--- src/kcf_pkg.sv ---
// types, codes and constants of the keyed circular fifo
// depends on nothing; used by every module of the block
package kcf_pkg;

  localparam int KCF_DEPTH        = 16;
  localparam int KCF_PAYLOAD_BITS = 32;
  localparam int MAX_RESULTS      = 16;
  localparam int OP_W             = 3;
  localparam int KEY_W            = 32;
  localparam int PAY_W            = 32;
  localparam int FILL_W           = 5;
  localparam int QUEUE_PTR_W      = 1;

  localparam logic [OP_W-1:0] OP_PUSH   = 3'd0;
  localparam logic [OP_W-1:0] OP_POP    = 3'd1;
  localparam logic [OP_W-1:0] OP_FIND   = 3'd2;
  localparam logic [OP_W-1:0] OP_DELETE = 3'd3;
  localparam logic [OP_W-1:0] OP_DUMP   = 3'd4;
  localparam logic [OP_W-1:0] OP_CLEAR  = 3'd5;

  typedef enum logic [2:0] {
    CMD_PUSH,
    CMD_POP,
    CMD_FIND,
    CMD_DELETE,
    CMD_DUMP,
    CMD_CLEAR,
    CMD_ILLEGAL
  } cmd_kind_t;

  typedef enum logic [2:0] {
    ST_IDLE,
    ST_POP,
    ST_SEARCH,
    ST_SHIFT,
    ST_DUMP,
    ST_REPLY
  } back_state_t;

  typedef struct packed {
    logic [OP_W-1:0]         operation;
    logic signed [KEY_W-1:0] key;
    logic [PAY_W-1:0]        payload;
  } in_t;

  typedef struct packed {
    logic                    status;
    logic signed [KEY_W-1:0] record_key;
    logic [PAY_W-1:0]        record_payload;
    logic [FILL_W-1:0]       fill_count;
    logic                    is_full;
    logic                    is_empty;
    logic                    last;
  } out_t;

  typedef struct packed {
    cmd_kind_t         kind;
    logic [KEY_W-1:0]  key;
    logic [PAY_W-1:0]  payload;
  } cmd_t;

endpackage

--- src/keyed_circular_fifo_core.sv ---
// top level of the keyed circular fifo: front stage, command queue, engine
// depends on kcf_pkg, kcf_front, kcf_cmd_queue, kcf_back
//
//  channel   ports                          payload
//  input     in_valid / in_ready            in_data  (kcf_pkg::in_t)
//  result    out_valid / out_ready          out_data (kcf_pkg::out_t)
//
// push, pop, clear and unused codes: one result each
// find: searches from the head and returns the first matching record, or fails on a miss
// delete: on a match, each later record moves one slot toward the head; fails on a miss
// dump: one record per cycle while the result channel is not stalled, through the single read port
// the engine runs one item at a time; up to three more items wait in front of it
// reset is synchronous active low and clears pointers and count, not the memory
module keyed_circular_fifo_core #(
  parameter int DEPTH        = kcf_pkg::KCF_DEPTH,
  parameter int PAYLOAD_BITS = kcf_pkg::KCF_PAYLOAD_BITS
) (
  input  logic           clk,
  input  logic           rst_n,
  input  logic           in_valid,
  output logic           in_ready,
  input  kcf_pkg::in_t   in_data,
  output logic           out_valid,
  input  logic           out_ready,
  output kcf_pkg::out_t  out_data
);

  logic           f_valid;
  logic           f_ready;
  kcf_pkg::cmd_t  f_cmd;
  logic           q_valid;
  logic           q_ready;
  kcf_pkg::cmd_t  q_cmd;

  kcf_front u_front (
    .clk       (clk),
    .rst_n     (rst_n),
    .in_valid  (in_valid),
    .in_ready  (in_ready),
    .in_data   (in_data),
    .cmd_valid (f_valid),
    .cmd_ready (f_ready),
    .cmd       (f_cmd)
  );

  kcf_cmd_queue u_queue (
    .clk      (clk),
    .rst_n    (rst_n),
    .wr_valid (f_valid),
    .wr_ready (f_ready),
    .wr_cmd   (f_cmd),
    .rd_valid (q_valid),
    .rd_ready (q_ready),
    .rd_cmd   (q_cmd)
  );

  kcf_back #(
    .DEPTH        (DEPTH),
    .PAYLOAD_BITS (PAYLOAD_BITS)
  ) u_back (
    .clk       (clk),
    .rst_n     (rst_n),
    .cmd_valid (q_valid),
    .cmd_ready (q_ready),
    .cmd       (q_cmd),
    .out_valid (out_valid),
    .out_ready (out_ready),
    .out_data  (out_data)
  );

endmodule

--- src/kcf_front.sv ---
// front stage: takes input transfers and decodes the operation code
// depends on kcf_pkg
module kcf_front (
  input  logic           clk,
  input  logic           rst_n,
  input  logic           in_valid,
  output logic           in_ready,
  input  kcf_pkg::in_t   in_data,
  output logic           cmd_valid,
  input  logic           cmd_ready,
  output kcf_pkg::cmd_t  cmd
);

  logic                  f_valid_r;
  logic                  f_valid_nxt;
  kcf_pkg::cmd_t         f_cmd_r;
  kcf_pkg::cmd_kind_t    kind;

  always_comb begin
    case (in_data.operation)
      kcf_pkg::OP_PUSH:   kind = kcf_pkg::CMD_PUSH;
      kcf_pkg::OP_POP:    kind = kcf_pkg::CMD_POP;
      kcf_pkg::OP_FIND:   kind = kcf_pkg::CMD_FIND;
      kcf_pkg::OP_DELETE: kind = kcf_pkg::CMD_DELETE;
      kcf_pkg::OP_DUMP:   kind = kcf_pkg::CMD_DUMP;
      kcf_pkg::OP_CLEAR:  kind = kcf_pkg::CMD_CLEAR;
      default:            kind = kcf_pkg::CMD_ILLEGAL;
    endcase
  end

  assign in_ready  = !f_valid_r || cmd_ready;
  assign cmd_valid = f_valid_r;
  assign cmd       = f_cmd_r;

  always_comb begin
    f_valid_nxt = f_valid_r;
    if (in_valid && in_ready) begin
      f_valid_nxt = 1'b1;
    end else if (cmd_ready) begin
      f_valid_nxt = 1'b0;
    end
  end

  always_ff @(posedge clk) begin
    if (!rst_n) begin
      f_valid_r <= 1'b0;
    end else begin
      f_valid_r <= f_valid_nxt;
    end
  end

  always_ff @(posedge clk) begin
    if (in_valid && in_ready) begin
      f_cmd_r.kind    <= kind;
      f_cmd_r.key     <= in_data.key;
      f_cmd_r.payload <= in_data.payload;
    end
  end

endmodule

--- src/kcf_cmd_queue.sv ---
// two-entry command queue between the front stage and the engine
// depends on kcf_pkg
module kcf_cmd_queue (
  input  logic           clk,
  input  logic           rst_n,
  input  logic           wr_valid,
  output logic           wr_ready,
  input  kcf_pkg::cmd_t  wr_cmd,
  output logic           rd_valid,
  input  logic           rd_ready,
  output kcf_pkg::cmd_t  rd_cmd
);

  localparam int QD = 2 ** kcf_pkg::QUEUE_PTR_W;
  localparam int QC = kcf_pkg::QUEUE_PTR_W + 1;

  kcf_pkg::cmd_t                      slot_r [QD];
  logic [kcf_pkg::QUEUE_PTR_W-1:0]    wr_ptr_r;
  logic [kcf_pkg::QUEUE_PTR_W-1:0]    wr_ptr_nxt;
  logic [kcf_pkg::QUEUE_PTR_W-1:0]    rd_ptr_r;
  logic [kcf_pkg::QUEUE_PTR_W-1:0]    rd_ptr_nxt;
  logic [QC-1:0]                      cnt_r;
  logic [QC-1:0]                      cnt_nxt;
  logic                               do_wr;
  logic                               do_rd;

  assign wr_ready = (cnt_r != QC'(QD));
  assign rd_valid = (cnt_r != '0);
  assign rd_cmd   = slot_r[rd_ptr_r];
  assign do_wr    = wr_valid && wr_ready;
  assign do_rd    = rd_valid && rd_ready;

  always_comb begin
    wr_ptr_nxt = do_wr ? wr_ptr_r + 1'b1 : wr_ptr_r;
    rd_ptr_nxt = do_rd ? rd_ptr_r + 1'b1 : rd_ptr_r;
    cnt_nxt    = cnt_r;
    if (do_wr && !do_rd) begin
      cnt_nxt = cnt_r + 1'b1;
    end else if (do_rd && !do_wr) begin
      cnt_nxt = cnt_r - 1'b1;
    end
  end

  always_ff @(posedge clk) begin
    if (!rst_n) begin
      wr_ptr_r <= '0;
      rd_ptr_r <= '0;
      cnt_r    <= '0;
    end else begin
      wr_ptr_r <= wr_ptr_nxt;
      rd_ptr_r <= rd_ptr_nxt;
      cnt_r    <= cnt_nxt;
    end
  end

  always_ff @(posedge clk) begin
    if (do_wr) begin
      slot_r[wr_ptr_r] <= wr_cmd;
    end
  end

endmodule

--- src/kcf_back.sv ---
// engine: record memory, ring pointers, search, compaction and dump walk,
// result register; depends on kcf_pkg
module kcf_back #(
  parameter int DEPTH        = kcf_pkg::KCF_DEPTH,
  parameter int PAYLOAD_BITS = kcf_pkg::KCF_PAYLOAD_BITS
) (
  input  logic           clk,
  input  logic           rst_n,
  input  logic           cmd_valid,
  output logic           cmd_ready,
  input  kcf_pkg::cmd_t  cmd,
  output logic           out_valid,
  input  logic           out_ready,
  output kcf_pkg::out_t  out_data
);

  localparam int AW       = $clog2(DEPTH);
  localparam int CW       = $clog2(DEPTH + 1);
  localparam int SW       = (PAYLOAD_BITS < kcf_pkg::PAY_W) ? PAYLOAD_BITS : kcf_pkg::PAY_W;
  localparam int DUMP_CAP = (DEPTH < kcf_pkg::MAX_RESULTS) ? DEPTH : kcf_pkg::MAX_RESULTS;
  localparam logic [AW-1:0] LAST_IDX  = AW'(DEPTH - 1);
  localparam logic [CW-1:0] DEPTH_CNT = CW'(DEPTH);
  localparam logic [CW-1:0] DUMP_LIM  = CW'(DUMP_CAP);

  function automatic logic [AW-1:0] wrap_inc(input logic [AW-1:0] idx);
    return (idx == LAST_IDX) ? '0 : idx + 1'b1;
  endfunction

  function automatic logic [AW-1:0] wrap_dec(input logic [AW-1:0] idx);
    return (idx == '0) ? LAST_IDX : idx - 1'b1;
  endfunction

  logic [kcf_pkg::KEY_W-1:0] key_mem [DEPTH];
  logic [SW-1:0]             pay_mem [DEPTH];

  kcf_pkg::back_state_t      state_r, state_nxt;
  logic [AW-1:0]             head_r, head_nxt;
  logic [AW-1:0]             tail_r, tail_nxt;
  logic [CW-1:0]             count_r, count_nxt;
  logic [kcf_pkg::KEY_W-1:0] key_r, key_nxt;
  logic                      del_r, del_nxt;
  logic [AW-1:0]             rd_ptr_r, rd_ptr_nxt;
  logic [CW-1:0]             rd_off_r, rd_off_nxt;
  logic [AW-1:0]             cmp_addr_r, cmp_addr_nxt;
  logic [AW-1:0]             wr_addr_r, wr_addr_nxt;
  logic                      rv_r, rv_nxt;
  logic [kcf_pkg::KEY_W-1:0] rd_key_r;
  logic [SW-1:0]             rd_pay_r;
  logic                      rep_status_r, rep_status_nxt;
  logic [kcf_pkg::KEY_W-1:0] rep_key_r, rep_key_nxt;
  logic [SW-1:0]             rep_pay_r, rep_pay_nxt;
  logic                      out_valid_r, out_valid_nxt;
  kcf_pkg::out_t             out_data_r;

  logic                      mem_we;
  logic [AW-1:0]             mem_waddr;
  logic [kcf_pkg::KEY_W-1:0] mem_wkey;
  logic [SW-1:0]             mem_wpay;
  logic                      mem_re;
  logic [AW-1:0]             mem_raddr;
  logic                      emit;
  logic                      emit_status;
  logic [kcf_pkg::KEY_W-1:0] emit_key;
  logic [SW-1:0]             emit_pay;
  logic                      emit_last;

  logic                      slot_free;
  logic                      match_now;
  logic                      more_rd;
  logic [CW-1:0]             dump_n;
  logic                      more_dump;
  logic                      dump_emit;
  logic                      dump_last;

  assign slot_free = !out_valid_r || out_ready;
  assign match_now = rv_r && (rd_key_r == key_r);
  assign more_rd   = (rd_off_r < count_r);
  assign dump_n    = (count_r > DUMP_LIM) ? DUMP_LIM : count_r;
  assign more_dump = (rd_off_r < dump_n);
  assign dump_emit = (state_r == kcf_pkg::ST_DUMP) && rv_r && slot_free;
  assign dump_last = (rd_off_r == dump_n);
  assign cmd_ready = (state_r == kcf_pkg::ST_IDLE);
  assign out_valid = out_valid_r;
  assign out_data  = out_data_r;

  // next state
  always_comb begin
    state_nxt = state_r;
    case (state_r)
      kcf_pkg::ST_IDLE: begin
        if (cmd_valid) begin
          case (cmd.kind)
            kcf_pkg::CMD_POP: begin
              state_nxt = (count_r == '0) ? kcf_pkg::ST_REPLY : kcf_pkg::ST_POP;
            end
            kcf_pkg::CMD_FIND, kcf_pkg::CMD_DELETE: begin
              state_nxt = (count_r == '0) ? kcf_pkg::ST_REPLY : kcf_pkg::ST_SEARCH;
            end
            kcf_pkg::CMD_DUMP: begin
              state_nxt = (count_r == '0) ? kcf_pkg::ST_REPLY : kcf_pkg::ST_DUMP;
            end
            default: begin
              state_nxt = kcf_pkg::ST_REPLY;
            end
          endcase
        end
      end
      kcf_pkg::ST_POP: begin
        state_nxt = kcf_pkg::ST_REPLY;
      end
      kcf_pkg::ST_SEARCH: begin
        if (match_now) begin
          state_nxt = del_r ? kcf_pkg::ST_SHIFT : kcf_pkg::ST_REPLY;
        end else if (!more_rd && !rv_r) begin
          state_nxt = kcf_pkg::ST_REPLY;
        end
      end
      kcf_pkg::ST_SHIFT: begin
        if (!rv_r && !more_rd) begin
          state_nxt = kcf_pkg::ST_REPLY;
        end
      end
      kcf_pkg::ST_DUMP: begin
        if (dump_emit && dump_last) begin
          state_nxt = kcf_pkg::ST_IDLE;
        end
      end
      kcf_pkg::ST_REPLY: begin
        if (slot_free) begin
          state_nxt = kcf_pkg::ST_IDLE;
        end
      end
      default: begin
        state_nxt = kcf_pkg::ST_IDLE;
      end
    endcase
  end

  // datapath, memory strobes and result
  always_comb begin
    head_nxt       = head_r;
    tail_nxt       = tail_r;
    count_nxt      = count_r;
    key_nxt        = key_r;
    del_nxt        = del_r;
    rd_ptr_nxt     = rd_ptr_r;
    rd_off_nxt     = rd_off_r;
    cmp_addr_nxt   = cmp_addr_r;
    wr_addr_nxt    = wr_addr_r;
    rv_nxt         = rv_r;
    rep_status_nxt = rep_status_r;
    rep_key_nxt    = rep_key_r;
    rep_pay_nxt    = rep_pay_r;
    mem_we         = 1'b0;
    mem_waddr      = wr_addr_r;
    mem_wkey       = rd_key_r;
    mem_wpay       = rd_pay_r;
    mem_re         = 1'b0;
    mem_raddr      = rd_ptr_r;
    emit           = 1'b0;
    emit_status    = rep_status_r;
    emit_key       = rep_key_r;
    emit_pay       = rep_pay_r;
    emit_last      = 1'b1;
    case (state_r)
      kcf_pkg::ST_IDLE: begin
        if (cmd_valid) begin
          key_nxt        = cmd.key;
          del_nxt        = (cmd.kind == kcf_pkg::CMD_DELETE);
          rep_status_nxt = 1'b1;
          rep_key_nxt    = '0;
          rep_pay_nxt    = '0;
          rd_ptr_nxt     = head_r;
          rd_off_nxt     = '0;
          rv_nxt         = 1'b0;
          case (cmd.kind)
            kcf_pkg::CMD_PUSH: begin
              if (count_r != DEPTH_CNT) begin
                tail_nxt       = wrap_inc(tail_r);
                mem_we         = 1'b1;
                mem_waddr      = wrap_inc(tail_r);
                mem_wkey       = cmd.key;
                mem_wpay       = SW'(cmd.payload);
                count_nxt      = count_r + 1'b1;
                rep_status_nxt = 1'b0;
              end
            end
            kcf_pkg::CMD_POP: begin
              if (count_r != '0) begin
                mem_re    = 1'b1;
                mem_raddr = head_r;
                head_nxt  = wrap_inc(head_r);
                count_nxt = count_r - 1'b1;
              end
            end
            kcf_pkg::CMD_CLEAR: begin
              head_nxt       = '0;
              tail_nxt       = LAST_IDX;
              count_nxt      = '0;
              rep_status_nxt = 1'b0;
            end
            default: begin
            end
          endcase
        end
      end
      kcf_pkg::ST_POP: begin
        rep_status_nxt = 1'b0;
        rep_key_nxt    = rd_key_r;
        rep_pay_nxt    = rd_pay_r;
      end
      kcf_pkg::ST_SEARCH: begin
        if (match_now) begin
          rv_nxt         = 1'b0;
          wr_addr_nxt    = cmp_addr_r;
          rep_status_nxt = 1'b0;
          rep_key_nxt    = del_r ? '0 : rd_key_r;
          rep_pay_nxt    = del_r ? '0 : rd_pay_r;
        end else if (more_rd) begin
          mem_re       = 1'b1;
          cmp_addr_nxt = rd_ptr_r;
          rd_ptr_nxt   = wrap_inc(rd_ptr_r);
          rd_off_nxt   = rd_off_r + 1'b1;
          rv_nxt       = 1'b1;
        end else begin
          rv_nxt         = 1'b0;
          rep_status_nxt = 1'b1;
          rep_key_nxt    = '0;
          rep_pay_nxt    = '0;
        end
      end
      kcf_pkg::ST_SHIFT: begin
        // move each later record one slot toward the head
        if (rv_r) begin
          mem_we      = 1'b1;
          wr_addr_nxt = cmp_addr_r;
        end
        if (more_rd) begin
          mem_re       = 1'b1;
          cmp_addr_nxt = rd_ptr_r;
          rd_ptr_nxt   = wrap_inc(rd_ptr_r);
          rd_off_nxt   = rd_off_r + 1'b1;
          rv_nxt       = 1'b1;
        end else begin
          rv_nxt = 1'b0;
        end
        if (!rv_r && !more_rd) begin
          count_nxt = count_r - 1'b1;
          tail_nxt  = wrap_dec(tail_r);
        end
      end
      kcf_pkg::ST_DUMP: begin
        if (dump_emit) begin
          emit        = 1'b1;
          emit_status = 1'b0;
          emit_key    = rd_key_r;
          emit_pay    = rd_pay_r;
          emit_last   = dump_last;
          rv_nxt      = 1'b0;
        end
        if (more_dump && (!rv_r || dump_emit)) begin
          mem_re       = 1'b1;
          cmp_addr_nxt = rd_ptr_r;
          rd_ptr_nxt   = wrap_inc(rd_ptr_r);
          rd_off_nxt   = rd_off_r + 1'b1;
          rv_nxt       = 1'b1;
        end
      end
      kcf_pkg::ST_REPLY: begin
        emit = slot_free;
      end
      default: begin
      end
    endcase
  end

  always_comb begin
    out_valid_nxt = out_valid_r;
    if (emit) begin
      out_valid_nxt = 1'b1;
    end else if (out_ready) begin
      out_valid_nxt = 1'b0;
    end
  end

  always_ff @(posedge clk) begin
    if (!rst_n) begin
      state_r      <= kcf_pkg::ST_IDLE;
      head_r       <= '0;
      tail_r       <= LAST_IDX;
      count_r      <= '0;
      del_r        <= 1'b0;
      rd_ptr_r     <= '0;
      rd_off_r     <= '0;
      cmp_addr_r   <= '0;
      wr_addr_r    <= '0;
      rv_r         <= 1'b0;
      rep_status_r <= 1'b0;
      out_valid_r  <= 1'b0;
    end else begin
      state_r      <= state_nxt;
      head_r       <= head_nxt;
      tail_r       <= tail_nxt;
      count_r      <= count_nxt;
      del_r        <= del_nxt;
      rd_ptr_r     <= rd_ptr_nxt;
      rd_off_r     <= rd_off_nxt;
      cmp_addr_r   <= cmp_addr_nxt;
      wr_addr_r    <= wr_addr_nxt;
      rv_r         <= rv_nxt;
      rep_status_r <= rep_status_nxt;
      out_valid_r  <= out_valid_nxt;
    end
  end

  always_ff @(posedge clk) begin
    key_r     <= key_nxt;
    rep_key_r <= rep_key_nxt;
    rep_pay_r <= rep_pay_nxt;
    if (emit) begin
      out_data_r.status         <= emit_status;
      out_data_r.record_key     <= emit_key;
      out_data_r.record_payload <= kcf_pkg::PAY_W'(emit_pay);
      out_data_r.fill_count     <= kcf_pkg::FILL_W'(count_r);
      out_data_r.is_full        <= (count_r == DEPTH_CNT);
      out_data_r.is_empty       <= (count_r == '0);
      out_data_r.last           <= emit_last;
    end
  end

  // record memory, one write and one registered read per cycle
  always_ff @(posedge clk) begin
    if (mem_we) begin
      key_mem[mem_waddr] <= mem_wkey;
      pay_mem[mem_waddr] <= mem_wpay;
    end
    if (mem_re) begin
      rd_key_r <= key_mem[mem_raddr];
      rd_pay_r <= pay_mem[mem_raddr];
    end
  end

endmodule

--- config.mk ---
export PLATFORM = sky130hd
export DESIGN_NAME = keyed_circular_fifo_core
export DESIGN_NICKNAME = d
export VERILOG_FILES = /design/src/kcf_pkg.sv /design/src/keyed_circular_fifo_core.sv /design/src/kcf_front.sv /design/src/kcf_cmd_queue.sv /design/src/kcf_back.sv
export SDC_FILE = /design/constraint.sdc
export NUM_CORES = 2
export LEC_CHECK = 0
export BUFFER_PORTS_ARGS = -buffer_cell sky130_fd_sc_hd__buf_2
export CORE_MARGIN = 3
export CORE_UTILIZATION = 58
export CTS_BUF_LIST = sky130_fd_sc_hd__clkbuf_16
export DETAILED_ROUTE_END_ITERATION = 16
export PLACE_DENSITY_LB_ADDON = 0.1
export SLEW_MARGIN = 0
export SYNTH_ARGS = -nofsm -noshare
export SYNTH_HDL_FRONTEND = slang
export SYNTH_SLANG_ARGS = --single-unit
export TNS_END_PERCENT = 10
--- constraint.sdc ---
create_clock -name clk -period 8.25 [get_ports clk]
set_clock_uncertainty 0.1 [all_clocks]
set_input_delay 0.4125 -clock clk [delete_from_list [all_inputs] [get_ports clk]]
set_output_delay 0.4125 -clock clk [all_outputs]
set_load 0.1 [all_outputs]
==> metrics.md <==
| Metric | Value |
|---|---|
| Number of diodes added for antenna fixing | `0` |
| Clock insertion delay at the later pin of the skew report | `roughly 0.80 ns` |
| Placed cell area | `approximately 75000 sq um` |
| Core area | `125900 sq um` |
| Most used DFF post-synth | `sky130_fd_sc_hd__edfxtp_1` |
| Overall power consumption | `20.51 mW` |
| Number of enable flip-flop cells after synthesis | `1458` |
| Maximum clock rate | `around 190 MHz` |
| Commonest non-fill, non-tap cells in the layout | `sky130_fd_sc_hd__edfxtp_1, sky130_fd_sc_hd__nand2b_1, sky130_fd_sc_hd__a21oi_1` |
| Cell Count Post-Placement | `7500` |
| Maximum fanout encountered on the critical timing path | `73` |
| Worst Hold Path Cells | `2` |
| Number of different library cells in the post-synthesis netlist | `76` |
| Number of nets at the end of the flow | `6169` |
| Clock-pin slew on the worst setup and hold paths | `~0.06 ns` |
| Initial standard-cell utilization of the core | `0.5855` |
| TNS Setup | `0 ns` |
| Final min period | `5.315 ns` |
| Cts-stage hold buffer count | `70` |
| Worst Max-Slew Pin Slew | `between 1 and 1.5 ns` |
| Hold/Removal Path Class | `in2reg` |
| Area growth from synthesis to layout | `9.616%` |
| FF-to-FF setup slack | `2.94 ns` |
| Maximum level of the CTS H-tree | `4` |
| Critical path data arrival time | `5.75 ns` |
| Sinks on Clock Net | `1501` |
| Critical path origin | `u_back.count_r[0]` |
| CTS resizes | `0` |
| Most numerous cell on the critical path | `sky130_fd_sc_hd__buf_4` |
| Wire length per cell after detailed routing | `~27 um` |
| Antenna Nets Post-Route | `0` |
| Detailed-route DRC error count | `0` |
| Vias post-DR | `54230` |
| Setup slack of the critical path after layout | `2.935 ns` |
| Global-route wire length before repair | `318.2 mm` |
| Number of global-route vias before repair | `roughly 53000` |
| Maximum resistive drop on vdd | `between 0.2 and 0.25 mV` |
| Number of detailed-routing iterations run before antenna repair | `8` |
| Launch instance of the worst register-to-register path | `u_back.count_r[0]` |
| Row count | `130` |
| Post-synthesis area per instance | `11.84 sq um` |
| Run status | `finished, final reports clean` |
| Area taken by multi-input logic gates | `about 27000 sq um` |
| Type of destination of the critical path | `flop` |
| Ys Warns | `0` |
| Cell Pwr Density | `about 250 nW/um^2` |
| Width of the chip | `about 360 um` |
| Number of cells produced by synthesis | `6224` |
| Fraction of synthesis flops using an asynchronous set or reset pin | `0` |
| Overall die height | `362.5 um` |
| Final count of hold timing violations | `0` |
| Filler Cells Inserted | `9498` |
| Total Routing Usage GR | `0.3147` |
| Antenna violations before repair | `0` |
| WS Path Type | `reg2reg` |
| Detailed-route vias per instance | `6.900` |
| Count of input and output buffers | `145` |
| Final Instance Area | `80800 sq um` |
| Top-level port count | `146` |
| Synthesis-stage register bit count | `1501` |
| Depth of the worst register-to-register path | `10` |
| Post-synth top area share | `0.5940` |
| Worst path top cell family by delay | `simple AND/OR/NAND/NOR gates` |
| Total setup buffers inserted after CTS | `0` |
| Worst setup timing slack at the placement stage | `3.011 ns` |
| Final slew viol count | `0` |
| Number of buffers added by the clock tree synthesis step | `158` |
| Top post-synthesis cells by area | `sky130_fd_sc_hd__edfxtp_1, sky130_fd_sc_hd__nand2b_1, sky130_fd_sc_hd__a311oi_1` |
| Reg-to-reg critical path endpoint | `u_back.rd_pay_r[21]` |
| Cell area after synthesis | `73710 sq um` |
| Worst Setup EP | `u_back.rd_pay_r[21]` |
| RSZ-0062 raised after global routing | `false` |
| Half-perimeter wire length after detailed placement | `107.5 mm` |
| Slowest Stage Delay on Critical Path | `0.86 ns` |
| Critical Path Start Type | `flop` |
| Leakage | `25.08 nW` |
| Cell-by-cell listing of the critical path | `inv_1 -> ha_1 -> nor4b_4 -> nand2b_4 -> buf_4 -> buf_4 -> a211oi_1 -> a311oi_1 -> o22ai_1 -> or4_1` |
| Final standard cell count with taps included and fillers excluded | `7859` |
| Die Footprint | `~130000 sq um` |
| Fraction of the cycle the final worst path needs | `0.6442` |
| Clock tree root buffer cell | `sky130_fd_sc_hd__clkbuf_16` |
| Library cell with the largest summed area after synthesis | `sky130_fd_sc_hd__edfxtp_1` |
| Critical path's slowest cell | `sky130_fd_sc_hd__buf_4` |
| Ratio of cells with drive above 1 in the final layout | `0.1044` |
| Number of buffers on the longest clock path | `3` |
| Most common cell after layout, fill and taps aside | `sky130_fd_sc_hd__edfxtp_1` |
| Nets in the synthesized netlist | `6313` |
| Area of all sequential standard cells | `44650 sq um` |
| Relative slew slack | `0.1400` |
| Iteration-0 DRC count of the detailed router | `6749` |
| Post-Route WL | `211.4 mm` |
| Max-Cap Viols | `0` |
| Start point of the worst hold path | `in_data[16]` |
| Buffering stage count on the worst path with inverters included | `3` |
| Critical path depth | `10` |
| CTS tree | `done` |
| Required arrival time at the worst endpoint | `8.68 ns` |
| Last weighted congestion value of the routability-driven placer | `0.8132` |
| Share of synthesized area occupied by flip-flops and latches | `0.6056` |
| Pin count of the biggest net entering global routing | `~240` |
| Count of final setup violators | `0` |
| Global-route congestion overflow total | `0` |
-- state kept, by name, summed over array words and instances, names as in the netlist, 2 cells and up, named ones only --
name and cells:
u_back.state_r 3, u_queue.cnt_r 2, u_back.out_data 73, u_back.cmp_addr_r 4, u_back.count_r 5, u_back.rd_off_r 5
u_back.rd_key_r 32, u_queue.slot_r 134, u_back.rd_ptr_r 4, u_front.cmd 67, u_back.wr_addr_r 4, u_back.head_r 4
u_back.rd_pay_r 32, u_back.key_mem 512, u_back.key_r 32, u_back.pay_mem 512, u_back.rep_key_r 32, u_back.tail_r 4
u_back.rep_pay_r 32
-- cells in the mapped netlist (all sizes together), types with 5 or more instances --
master / number
nand2b: 1033
inv: 20
o22ai: 263
a311oi: 518
nor2b: 6
clkbuf: 427
o211ai: 10
and3: 5
nand4: 6
a21oi: 585
nand3: 21
ha: 18
o21ai: 25
or4: 67
mux2i: 41
nor2: 79
and2: 70
mux2: 132
nor4: 11
edfxtp: 1458
nor3: 13
xor2: 35
a211oi: 518
buf: 193
dfxtp: 43
nand2: 558
-- report_power, final --
part	switching (mW)	internal, mW
combinational	2.99	1.30
clock	2.99	3.74
sequential	0.267	9.22
-- logic make-up after synthesis --
kind of cell | count (synthesis) | share of synthesized area
adders and majority gates | 18 | 0.003055
buffers and inverters | 641 | 0.03600
muxes | 173 | 0.02573
and+or+nand+nor | 1887 | 0.1399
AOI/OAI and AO/OA | 1966 | 0.1852
xor gates and xnor gates | 38 | 0.004515
DFF | 1501 | 0.6056
-- how the worst min path moves through the flow --
stage,end,slack (ns)
2_1_floorplan,u_queue.slot_r[0][0],0.32
3_5_place_dp,u_queue.slot_r[0][47],0.33
3_3_place_gp,u_queue.slot_r[1][38],0.33
6_report,u_front.cmd[16],0.22
5_1_grt,u_front.cmd[58],0.20
4_1_cts,u_front.cmd[12],0.17
-- per-stage QoR --
step | hold slack, ns | utilization
2_1_floorplan | 0.3215 | -
3_3_place_gp | 0.3251 | 0.5978
3_5_place_dp | 0.3308 | 0.5978
4_1_cts | 0.1722 | 0.6418
5_1_grt | 0.2041 | 0.6418
6_report | 0.2247 | 0.6418
-- area by class of cell --
cell class                 instances  share of cell area
clock buffer                     163             0.05048
clock inverter                   126            0.009492
inverter                          21           0.0009755
multi-input combinational       4082              0.3303
sequential                      1501              0.5526
tap                             1650             0.02555
timing repair buffer             316             0.03060
-- layer usage --
metal	global-route usage	vias to the layer above	share of wire
met5	0	-	0
met4	0.1431	0	0.042
met3	0.04653	512	0.083
met2	0.5050	2713	0.47
met1	0.4275	27240	0.40
li1	-	23770	-
Power figures use the tool's default switching activity.
